### src/tsmf_pkg.sv
package tsmf_pkg;

    localparam int WINDOW   = 8;
    localparam int CHANNELS = 6;
    localparam int MIN_FILL = 3;

    localparam int SAMPLE_W = 16;
    localparam int CHAN_W   = 3;
    localparam int FILT_W   = 24;
    localparam int Q_SHIFT  = 8;

    localparam int PTR_W    = (WINDOW > 1) ? $clog2(WINDOW) : 1;
    localparam int CNT_W    = $clog2(WINDOW + 1);
    localparam int CH_IDX_W = (CHANNELS > 1) ? $clog2(CHANNELS) : 1;
    localparam int DEPTH    = CHANNELS * WINDOW;
    localparam int ADDR_W   = (DEPTH > 1) ? $clog2(DEPTH) : 1;
    localparam int SUM_W    = SAMPLE_W + $clog2(WINDOW);
    localparam int TRIM_W   = SUM_W + 1;
    localparam int NUM_W    = TRIM_W + Q_SHIFT;
    localparam int STEP_W   = $clog2(NUM_W);

    localparam int IN_DATA_W  = 24;
    localparam int OUT_DATA_W = 24;

    typedef struct packed {
        logic              start;
        logic              neg;
        logic [NUM_W-1:0]  dividend;
        logic [CNT_W-1:0]  divisor;
    } t_div_req;

    typedef struct packed {
        logic              done;
        logic [FILT_W-1:0] quotient;
    } t_div_rsp;

endpackage

### src/tsmf_stats.sv
module tsmf_stats (
    input  logic                                i_clk,
    input  logic                                i_rst_n,
    input  logic                                i_wr_en,
    input  logic [tsmf_pkg::ADDR_W-1:0]         i_wr_addr,
    input  logic [tsmf_pkg::SAMPLE_W-1:0]       i_wr_data,
    input  logic                                i_rd_en,
    input  logic                                i_rd_first,
    input  logic [tsmf_pkg::ADDR_W-1:0]         i_rd_addr,
    output logic signed [tsmf_pkg::SUM_W-1:0]   o_sum,
    output logic signed [tsmf_pkg::SAMPLE_W-1:0] o_lo,
    output logic signed [tsmf_pkg::SAMPLE_W-1:0] o_hi
);

    logic [tsmf_pkg::SAMPLE_W-1:0]        r_mem [tsmf_pkg::DEPTH];
    logic signed [tsmf_pkg::SAMPLE_W-1:0] r_rd_data;
    logic                                 r_rd_vld;
    logic                                 r_rd_first;
    logic signed [tsmf_pkg::SUM_W-1:0]    r_sum;
    logic signed [tsmf_pkg::SAMPLE_W-1:0] r_lo;
    logic signed [tsmf_pkg::SAMPLE_W-1:0] r_hi;
    logic signed [tsmf_pkg::SUM_W-1:0]    rd_ext;

    always_ff @(posedge i_clk) begin
        if (i_wr_en) begin
            r_mem[i_wr_addr] <= i_wr_data;
        end
        if (i_rd_en) begin
            r_rd_data  <= r_mem[i_rd_addr];
            r_rd_first <= i_rd_first;
        end
    end

    always_ff @(posedge i_clk) begin
        if (!i_rst_n) begin
            r_rd_vld <= 1'b0;
        end else begin
            r_rd_vld <= i_rd_en;
        end
    end

    assign rd_ext = {{(tsmf_pkg::SUM_W - tsmf_pkg::SAMPLE_W){r_rd_data[tsmf_pkg::SAMPLE_W-1]}},
                     r_rd_data};

    always_ff @(posedge i_clk) begin
        if (r_rd_vld) begin
            if (r_rd_first) begin
                r_sum <= rd_ext;
                r_lo  <= r_rd_data;
                r_hi  <= r_rd_data;
            end else begin
                r_sum <= r_sum + rd_ext;
                if (r_rd_data < r_lo) begin
                    r_lo <= r_rd_data;
                end
                if (r_rd_data > r_hi) begin
                    r_hi <= r_rd_data;
                end
            end
        end
    end

    assign o_sum = r_sum;
    assign o_lo  = r_lo;
    assign o_hi  = r_hi;

endmodule

### src/tsmf_div.sv
module tsmf_div (
    input  logic               i_clk,
    input  logic               i_rst_n,
    input  tsmf_pkg::t_div_req i_req,
    output tsmf_pkg::t_div_rsp o_rsp
);

    logic                            r_busy;
    logic                            r_done;
    logic [tsmf_pkg::STEP_W-1:0]     r_step;
    logic [tsmf_pkg::CNT_W-1:0]      r_rem;
    logic [tsmf_pkg::NUM_W-1:0]      r_quo;
    logic [tsmf_pkg::CNT_W-1:0]      r_div;
    logic                            r_neg;
    logic [tsmf_pkg::CNT_W:0]        rem_sh;
    logic                            ge;
    logic [tsmf_pkg::CNT_W:0]        rem_sub;
    logic                            last;
    logic [tsmf_pkg::FILT_W-1:0]     mag;

    assign rem_sh  = {r_rem, r_quo[tsmf_pkg::NUM_W-1]};
    assign ge      = rem_sh >= {1'b0, r_div};
    assign rem_sub = rem_sh - {1'b0, r_div};
    assign last    = r_step == tsmf_pkg::STEP_W'(tsmf_pkg::NUM_W - 1);

    always_ff @(posedge i_clk) begin
        if (!i_rst_n) begin
            r_busy <= 1'b0;
            r_done <= 1'b0;
            r_step <= '0;
        end else begin
            r_done <= r_busy && last;
            if (i_req.start) begin
                r_busy <= 1'b1;
                r_step <= '0;
            end else if (r_busy) begin
                r_step <= r_step + 1'b1;
                if (last) begin
                    r_busy <= 1'b0;
                end
            end
        end
    end

    always_ff @(posedge i_clk) begin
        if (i_req.start) begin
            r_rem <= '0;
            r_quo <= i_req.dividend;
            r_div <= i_req.divisor;
            r_neg <= i_req.neg;
        end else if (r_busy) begin
            r_rem <= ge ? rem_sub[tsmf_pkg::CNT_W-1:0] : rem_sh[tsmf_pkg::CNT_W-1:0];
            r_quo <= {r_quo[tsmf_pkg::NUM_W-2:0], ge};
        end
    end

    assign mag             = r_quo[tsmf_pkg::FILT_W-1:0];
    assign o_rsp.done      = r_done;
    assign o_rsp.quotient  = r_neg ? (~mag + 1'b1) : mag;

endmodule

### src/trimmed_sliding_mean_filter.sv
// Trimmed moving-average filter over a per-channel window of recent samples.
// Input requests arrive on the slave stream: tdata carries the signed 16-bit
// sample in bits 15:0 and the channel number in bits 18:16. Each in-range
// request is stored in its channel's circular window. Once at least three
// samples are held, the result is the mean of the window with one largest and
// one smallest sample removed, in signed Q8, truncated toward zero.
// Otherwise, and for channels at or above the channel count, the sample is
// returned times 256. The master stream carries the 24-bit result in tdata and
// a flag in tuser that is set when a trimmed mean was computed.
// One request is processed at a time. A pass-through result is loaded into the
// output register in the ST_OUT state. An averaged result takes these steps:
// one memory read per stored sample, the drain and start states to finish the
// sums, then a radix-2 divider that resolves one of its 28 quotient bits per
// cycle, and last the quotient is taken into the result register.
// The next request is accepted once a result enters the output register, even
// while that result still waits there. If the receiver stalls, the next
// finished result is held until the output register frees.
// Reset empties every window at once; no clearing pass is needed.
module trimmed_sliding_mean_filter (
    input  logic                                i_clk,
    input  logic                                i_rst_n,
    input  logic                                i_s_tvalid,
    output logic                                o_s_tready,
    // sample[15:0], channel[18:16], zero[23:19]
    input  logic [tsmf_pkg::IN_DATA_W-1:0]      i_s_tdata,
    output logic                                o_m_tvalid,
    input  logic                                i_m_tready,
    // filtered[23:0]
    output logic [tsmf_pkg::OUT_DATA_W-1:0]     o_m_tdata,
    // averaged[0]
    output logic                                o_m_tuser
);

    typedef enum logic [5:0] {
        ST_IDLE  = 6'b000001,
        ST_SCAN  = 6'b000010,
        ST_DRAIN = 6'b000100,
        ST_START = 6'b001000,
        ST_DIV   = 6'b010000,
        ST_OUT   = 6'b100000
    } t_state;

    t_state                               r_state, n_state;
    logic [tsmf_pkg::PTR_W-1:0]           r_wptr [tsmf_pkg::CHANNELS];
    logic [tsmf_pkg::CNT_W-1:0]           r_fill [tsmf_pkg::CHANNELS];
    logic [tsmf_pkg::CNT_W-1:0]           r_n;
    logic [tsmf_pkg::CNT_W-1:0]           r_k, n_k;
    logic [tsmf_pkg::ADDR_W-1:0]          r_base;
    logic [tsmf_pkg::FILT_W-1:0]          r_res;
    logic                                 r_avg;
    logic                                 r_o_valid;
    logic [tsmf_pkg::FILT_W-1:0]          r_o_data;
    logic                                 r_o_user;

    logic signed [tsmf_pkg::SAMPLE_W-1:0] sample;
    logic [tsmf_pkg::CHAN_W-1:0]          channel;
    logic [tsmf_pkg::CH_IDX_W-1:0]        ch_idx;
    logic                                 accept;
    logic                                 in_range;
    logic [tsmf_pkg::PTR_W-1:0]           wptr;
    logic [tsmf_pkg::CNT_W-1:0]           fill;
    logic [tsmf_pkg::CNT_W-1:0]           n_fill;
    logic [tsmf_pkg::ADDR_W-1:0]          base;
    logic                                 out_free;
    logic                                 rd_en;

    logic signed [tsmf_pkg::SUM_W-1:0]    sum;
    logic signed [tsmf_pkg::SAMPLE_W-1:0] lo;
    logic signed [tsmf_pkg::SAMPLE_W-1:0] hi;
    logic signed [tsmf_pkg::TRIM_W-1:0]   trim;
    logic [tsmf_pkg::TRIM_W-1:0]          trim_mag;

    tsmf_pkg::t_div_req                   div_req;
    tsmf_pkg::t_div_rsp                   div_rsp;

    assign sample   = i_s_tdata[tsmf_pkg::SAMPLE_W-1:0];
    assign channel  = i_s_tdata[tsmf_pkg::SAMPLE_W +: tsmf_pkg::CHAN_W];
    assign ch_idx   = channel[tsmf_pkg::CH_IDX_W-1:0];
    assign in_range = {1'b0, channel} < (tsmf_pkg::CHAN_W + 1)'(tsmf_pkg::CHANNELS);
    assign accept   = i_s_tvalid && (r_state == ST_IDLE);
    assign wptr     = r_wptr[ch_idx];
    assign fill     = r_fill[ch_idx];
    assign n_fill   = (fill < tsmf_pkg::CNT_W'(tsmf_pkg::WINDOW)) ? fill + 1'b1 : fill;
    assign base     = tsmf_pkg::ADDR_W'(ch_idx) * tsmf_pkg::ADDR_W'(tsmf_pkg::WINDOW);
    assign out_free = !r_o_valid || i_m_tready;
    assign rd_en    = r_state == ST_SCAN;

    tsmf_stats u_stats (
        .i_clk      (i_clk),
        .i_rst_n    (i_rst_n),
        .i_wr_en    (accept && in_range),
        .i_wr_addr  (base + tsmf_pkg::ADDR_W'(wptr)),
        .i_wr_data  (sample),
        .i_rd_en    (rd_en),
        .i_rd_first (r_k == '0),
        .i_rd_addr  (r_base + tsmf_pkg::ADDR_W'(r_k)),
        .o_sum      (sum),
        .o_lo       (lo),
        .o_hi       (hi)
    );

    assign trim = tsmf_pkg::TRIM_W'(sum)
                - tsmf_pkg::TRIM_W'(lo)
                - tsmf_pkg::TRIM_W'(hi);
    assign trim_mag = trim[tsmf_pkg::TRIM_W-1] ? (~trim + 1'b1) : trim;

    assign div_req.start    = r_state == ST_START;
    assign div_req.neg      = trim[tsmf_pkg::TRIM_W-1];
    assign div_req.dividend = {trim_mag, {tsmf_pkg::Q_SHIFT{1'b0}}};
    assign div_req.divisor  = r_n - tsmf_pkg::CNT_W'(2);

    tsmf_div u_div (
        .i_clk   (i_clk),
        .i_rst_n (i_rst_n),
        .i_req   (div_req),
        .o_rsp   (div_rsp)
    );

    always_comb begin
        n_state = r_state;
        n_k     = r_k;
        case (r_state)
            ST_IDLE: begin
                n_k = '0;
                if (accept) begin
                    if (in_range && (n_fill >= tsmf_pkg::CNT_W'(tsmf_pkg::MIN_FILL))) begin
                        n_state = ST_SCAN;
                    end else begin
                        n_state = ST_OUT;
                    end
                end
            end
            ST_SCAN: begin
                n_k = r_k + 1'b1;
                if (r_k == r_n - 1'b1) begin
                    n_state = ST_DRAIN;
                end
            end
            ST_DRAIN: begin
                n_state = ST_START;
            end
            ST_START: begin
                n_state = ST_DIV;
            end
            ST_DIV: begin
                if (div_rsp.done) begin
                    n_state = ST_OUT;
                end
            end
            ST_OUT: begin
                if (out_free) begin
                    n_state = ST_IDLE;
                end
            end
            default: begin
                n_state = ST_IDLE;
            end
        endcase
    end

    always_ff @(posedge i_clk) begin
        if (!i_rst_n) begin
            r_state   <= ST_IDLE;
            r_k       <= '0;
            r_o_valid <= 1'b0;
            for (int i = 0; i < tsmf_pkg::CHANNELS; i++) begin
                r_wptr[i] <= '0;
                r_fill[i] <= '0;
            end
        end else begin
            r_state <= n_state;
            r_k     <= n_k;
            if (accept && in_range) begin
                r_wptr[ch_idx] <= (wptr == tsmf_pkg::PTR_W'(tsmf_pkg::WINDOW - 1)) ?
                                  '0 : wptr + 1'b1;
                r_fill[ch_idx] <= n_fill;
            end
            if ((r_state == ST_OUT) && out_free) begin
                r_o_valid <= 1'b1;
            end else if (i_m_tready) begin
                r_o_valid <= 1'b0;
            end
        end
    end

    always_ff @(posedge i_clk) begin
        if (accept) begin
            r_n    <= n_fill;
            r_base <= base;
            r_res  <= {sample, {tsmf_pkg::Q_SHIFT{1'b0}}};
            r_avg  <= 1'b0;
        end else if ((r_state == ST_DIV) && div_rsp.done) begin
            r_res  <= div_rsp.quotient;
            r_avg  <= 1'b1;
        end
        if ((r_state == ST_OUT) && out_free) begin
            r_o_data <= r_res;
            r_o_user <= r_avg;
        end
    end

    assign o_s_tready = r_state == ST_IDLE;
    assign o_m_tvalid = r_o_valid;
    assign o_m_tdata  = r_o_data;
    assign o_m_tuser  = r_o_user;

endmodule
### config.mk
export PLATFORM = sky130hd
export DESIGN_NAME = trimmed_sliding_mean_filter
export DESIGN_NICKNAME = d
export VERILOG_FILES = /design/src/tsmf_pkg.sv /design/src/tsmf_stats.sv /design/src/tsmf_div.sv /design/src/trimmed_sliding_mean_filter.sv
export SDC_FILE = /design/constraint.sdc
export NUM_CORES = 1
export LEC_CHECK = 0
export ABC_AREA = 1
export BUFFER_PORTS_ARGS = -buffer_cell sky130_fd_sc_hd__buf_2
export CAP_MARGIN = 20
export CELL_PAD_IN_SITES_DETAIL_PLACEMENT = 0
export CELL_PAD_IN_SITES_GLOBAL_PLACEMENT = 1
export CORE_MARGIN = 2
export CORE_UTILIZATION = 25
export CTS_CLUSTER_SIZE = 20
export DETAILED_ROUTE_END_ITERATION = 12
export PLACE_DENSITY = 0.5
export SLEW_MARGIN = 20
export SYNTH_ARGS = -nofsm -noshare
export SYNTH_HDL_FRONTEND = slang
export SYNTH_SLANG_ARGS = --single-unit
### constraint.sdc
create_clock -name i_clk -period 7 [get_ports i_clk]
set_clock_uncertainty 0.1 [all_clocks]
set_input_delay 1.75 -clock i_clk [delete_from_list [all_inputs] [get_ports i_clk]]
set_output_delay 1.75 -clock i_clk [all_outputs]
set_load 0.01 [all_outputs]
[Word level (Yosys, flattened, before mapping)]
Memory sizes are Yosys's and may differ from the RTL's. A register that Yosys moved wholly into a read port is not among the register bits.
Index checks and enable logic that the tools add are counted.
Word-level totals
  flip-flop bits (word level): 165
  RAM bits: 810
  input port bits: 28
  output and inout port bits: 27
  logic and storage cells: 120
  memories kept: 3
Cells by class
  add/sub/neg operators: 14
  magnitude comparators: 6
  equality and inequality tests: 13
  muxes and demuxes: 37
  bitwise logic cells: 3
  reductions and logical operators: 21
Memory list
  u_stats.r_mem: depth 48, width 16, rd ports 1, clocked after memory_dff 1, wr ports 1, line tsmf_stats.sv:15  | logic [tsmf_pkg::SAMPLE_W-1:0] r_mem [tsmf_pkg::DEPTH];
  r_fill: depth 6, width 4, rd ports 1, clocked after memory_dff 0, wr ports 6, line trimmed_sliding_mean_filter.sv:45  | logic [tsmf_pkg::CNT_W-1:0] r_fill [tsmf_pkg::CHANNELS];
  r_wptr: depth 6, width 3, rd ports 1, clocked after memory_dff 0, wr ports 6, line trimmed_sliding_mean_filter.sv:44  | logic [tsmf_pkg::PTR_W-1:0] r_wptr [tsmf_pkg::CHANNELS];
Operator list (count)
  $mux W24: 3
  $mux W16: 4
  $mux W28: 2
  $pmux W6 S6: 1
  $mux W6: 5
  $add A24 B1 Y24 const B: 1
  $not A24 Y24: 1
  $add A20 B1 Y20 const B: 1
  $mux W20: 1
  $not A20 Y20: 1
  $sub A19 B16 Y20: 1
  $sub A20 B16 Y20: 1
  $add A19 B16 Y19: 1
  $mux W19: 1
  $gt A16 B16 Y1: 1
  $lt A16 B16 Y1: 1
  $mux W1: 12
  $mux W3: 4
  $mux W4: 3
  $reduce_bool A2 Y1: 6
  $add A4 B1 Y4 const B: 2
  $pmux W4 S2: 1
  $add A6 B3 Y6: 1
  $add A6 B4 Y6: 1
  30 further kinds: 38

[Longest topological paths before layout]
  depth in word-level cells: 8
  gate-level depth with buffers: 20
  gate-level depth less buffers: 20

[Hierarchy]
From an unflattened synthesis, not the netlist that was laid out.
Unflattened totals
  cells, all modules: 4209
  area, all modules: 45463.6 um2
By module, submodules not included
  tsmf_stats: times used 1, cells an instance 2931, area each 35049.9 um2, seq. area each 25124.1 um2
  trimmed_sliding_mean_filter: times used 1, cells an instance 924, area each 7712.4 um2, seq. area each 3523.4 um2
  tsmf_div: times used 1, cells an instance 354, area each 2701.3 um2, seq. area each 1211.2 um2

[Least setup slack after synthesis]
Ideal clock, no wire load.
  path kind: input to register
  start: input port i_m_tready
  end: register r_o_data, in the netlist o_m_tdata[0] (enable)
  arrival: 4250 ps
  data required time: 6430 ps
  path slack: 2179 ps
  stages: 2
  path buffers: 0
  path through: nor2_1 nor4_1
Between the ends
  word-level cells in the longest chain between the ends: 2
RTL lines
  start: declaration: line trimmed_sliding_mean_filter.sv:27  | input logic i_m_tready,
  $logic_or A1 B1 Y1: line trimmed_sliding_mean_filter.sv:85  | assign out_free = !r_o_valid || i_m_tready;
  $logic_and A1 B1 Y1: line trimmed_sliding_mean_filter.sv:196  | if ((r_state == ST_OUT) && out_free) begin
  end signal: assignment: line trimmed_sliding_mean_filter.sv:197  | r_o_data <= r_res;
  end: declaration: line trimmed_sliding_mean_filter.sv:52  | logic [tsmf_pkg::FILT_W-1:0] r_o_data;
No other way between the ends.
A chain may end at the register's enable or synchronous reset.

[Final worst setup path]
  start: input port i_s_tdata[17] in the netlist's numbering
  end: memory u_stats.r_mem[4][1] in the netlist's numbering (enable)
Between the ends
  word-level cells in the longest chain between the ends: 4
  elaborated cells between the ends (all ways): 6
RTL lines
  start: declaration: line trimmed_sliding_mean_filter.sv:25  | input logic [tsmf_pkg::IN_DATA_W-1:0] i_s_tdata,
  branches (longest 4 deep; another with $add A6 B3 Y6)
  end: declaration: line tsmf_stats.sv:15
Parallel ways; which one is timed is not known.

==> flow_summary.toml <==
[timing]
max_freq_ghz = 0.2198
tightest_slew_ns = 1.143
period_minus_slack_ns = 4.549
post-route-period-util_pct = 64.99
grt_setup_unrepaired = "no"
setup_tns_ns = 0
slew_headroom_pct = 23.81
setup_viol = 0
drv_slew = 0
hold_viol = 0
fin_ws_ns = 2.451

[synth]
synth_top_cells_by_area = "edfxtp_1, o21ai_0, nor2_1"
yosys.cell_types.count = 49
synthCells = 3840
yosys_most_used_dff = "edfxtp_1"
yosysTopAreaCell = "edfxtp_1"
ys_warn_count = 0
syn_area_sq_mm = 0.04388
synth_seq_area_share_pct = 67.86
synth_top_area_share_pct = 66.03
synth_seq_cells = 1005
synth_edf_count = 965
ys_async_sr_fraction_pct = 0
synth_area_per_cell_sq_um = 11.43

[floorplanning]
die_y_um = 423.0
fp.dieArea_sq_mm = 0.1789
io_pins = 55
dieWidth_um = 423.0
rows = 153
design.core.area_sq_mm = 0.1742
start_util_pct = 25.19

[route]
post_drt_via_cell_ratio = 4.572
drc = 0
wl_per_cell_um = 21.24
drtPass1Iterations = 6
drt-initial-drc-count = 2058
wirelength_um = 134700
ant_nets = 0
num_vias = 28990

[global_routing]
grt_overflow_total = 0
grt_pass1_vias = 28690
grt_pass1_wl_um = 197200
grt_use_total_pct = 14.84
antenna_found_initial = 3
grt_max_degree = 194

[power_and_ir_drop]
powerDensity_mw_per_mm2 = 267.4
p_leak_nw = 17.79
ir_worst_vdd_mv = 0.2056

[placed_design]
numPortBuffers = 49
post-place-ws_ns = 1.778
hpwl_um = 83590
routabilityCongestion = 0.7996
dp_cells = 6133

[clock_tree]
cts_resized = 0
cts_hold_buf = 0
clk_latency_ns = 0.74
cts_tree = "built"
cts.htree.levels = 3
post-cts-setup-buffers = 0
cts_root_buf = "clkbuf_16"
path_clk_slew_ns = 0.06
cts.sinks = 1005
cts_buffers = 112
cts_buffer_depth = 3

[job]
drv_cap = 0

[finish]
instances_no_fill = 6341
nNetsFinal = 4058
area_delta_synth_final_pct = 15.87
drive_gt1_share_pct = 9.465
fill_cells = 18160

[critical_path]
cp_max_fo = 15
worstPathRequired_ns = 7.29
worstPathArrival_ns = 4.84
startpoint_type = "input pin"
crit_path_end_kind = "flip-flop"
critPathKind = "input pin to flip-flop"

[min_path]
hold_class = "flip-flop to flip-flop"

[run_status]
status = "complete, no violations"
## synthesized netlist by cell type (3+ instances only)
| cell | instances |
|---|---|
| nor4_1 | 5 |
| o21ai_1 | 13 |
| nor3_1 | 18 |
| a22oi_1 | 7 |
| edfxtp_1 | 965 |
| a22o_1 | 6 |
| nand4_1 | 21 |
| clkinv_1 | 4 |
| clkbuf_1 | 135 |
| and2_1 | 5 |
| o22ai_1 | 186 |
| xnor2_1 | 7 |
| o21bai_1 | 3 |
| fa_1 | 21 |
| a21oi_1 | 87 |
| xor2_1 | 18 |
| nor2_2 | 4 |
| inv_2 | 12 |
| nand3b_1 | 6 |
| o31ai_1 | 8 |
| buf_2 | 47 |
| ha_1 | 87 |
| o221ai_1 | 37 |
| nand3_1 | 101 |
| o211ai_1 | 35 |
| nand3_2 | 3 |
| buf_4 | 5 |
| or2_2 | 14 |
| nor2_1 | 642 |
| dfxtp_1 | 40 |
| inv_1 | 219 |
| nand2_1 | 487 |
| o21ai_0 | 563 |
| nand2_2 | 3 |
| a31oi_1 | 7 |
## stage by stage
stage | hold slack (ns) | utilization, % | total power, mW | instance area [sq um]
6_report | 0.3192 | 29.19 | 13.60 | 50850
5_1_grt | 0.3226 | 29.19 | 14.11 | 50850
4_1_cts | 0.3176 | 29.18 | 13.80 | 50840
3_5_place_dp | 0.3045 | 27.06 | 7.809 | 47150
3_3_place_gp | 0.3062 | 27.06 | 7.808 | 47150
2_1_floorplan | 0.3003 | - | 7.339 | 43930
## layout make-up
cell class	count	area [sq um]	share of cell area, %
multi-input combinational	2424	12560	24.71
clock inverter	73	809.5	1.592
sequential	1005	29790	58.58
tap	2325	2909	5.721
timing repair buffer	144	996.0	1.959
antenna	1	2.502	0.004921
inverter	235	894.6	1.759
clock buffer	134	2885	5.674
## cells in the final DEF, fill, tap and decap left out, types with 7 or more instances in the layout
cell        synthesis  layout
nand2_1           487     487
a21oi_1            87      86
inv_1             219     218
inv_2              12      12
o31ai_1             8       8
o22ai_1           186     186
clkinv_1            4      25
a31oi_1             7       7
ha_1               87      86
xor2_1             18      18
clkinvlp_4          0       7
edfxtp_1          965     965
nand3_1           101     101
o21ai_0           563     563
fa_1               21      21
dfxtp_1            40      37
or2_2              14      14
xnor2_1             7       7
buf_2              47      49
clkbuf_16           0     112
nor2_2              4      27
buf_4               5      92
nor2_1            642     619
nand4_1            21      21
o21ai_1            13      13
nor3_1             18      18
conb_1              1      14
clkbuf_1          135      22
clkinv_2            0      21
a22oi_1             7       7
bufinv_16           0      13
o211ai_1           35      35
o221ai_1           37      37
## critical path: stages
cell	delay (ns)
buf_2	0.30
nor2_1	0.12
nand2_1	0.17
inv_1	0.14
a22o_1	0.22
inv_1	0.06
nand4_1	0.23
nor2_1	0.23
nand2_1	0.51
nor2_1	0.76
buf_4	0.33
## per-layer routing
layer	global-route usage, %	share of wire (%)	vias up
met5	0	0	-
met4	3.891	2.1	0
met3	1.800	3.8	153
met2	24.64	48	530
met1	20.45	46	14330
li1	-	-	13980
## flip-flops by register name (all words and copies together), names as in the netlist, 3 cells and up
signal / count
u_stats.r_rd_data: 16
r_n: 4
r_fill: 32
u_stats.o_lo: 16
r_base: 3
r_state: 6
r_k: 4
u_div.r_rem: 4
r_res: 24
o_m_tdata: 24
u_div.r_step: 5
u_div.r_div: 4
u_stats.o_hi: 16
u_stats.r_mem: 768
u_stats.o_sum: 19
u_div.r_quo: 28
r_wptr: 24
## worst paths after layout
kind | cells past startpoint | start | slack [ns] | to
setup / recovery | 11 | i_s_tdata[17] | 2.45 | u_stats.r_mem[4][1]$_DFFE_PP_
hold / removal | 0 | r_res[17]$_DFFE_PP_ | 0.32 | o_m_tdata[17]$_DFFE_PP_
setup reg to reg | 14 | u_stats.o_sum[10]$_DFFE_PP_ | 3.00 | u_div.r_quo[27]$_DFFE_PP_
hold reg to reg | 0 | r_res[17]$_DFFE_PP_ | 0.32 | o_m_tdata[17]$_DFFE_PP_
## where the power goes
part	internal (mW)	switching, mW
clock network	3.43	2.51
registers	6.70	0.0388
logic	0.210	0.712
## cells by family after synthesis
group,synth area share (%)
other,0.008545
AO/OA/AOI/OAI,12.23
buffers and inverters,3.803
flip-flops,67.86
AND/OR/NAND/NOR,12.17
adder cells (fa/ha/maj),3.438
XOR/XNOR,0.4989
Note: power is estimated with default switching activity, not from simulation.
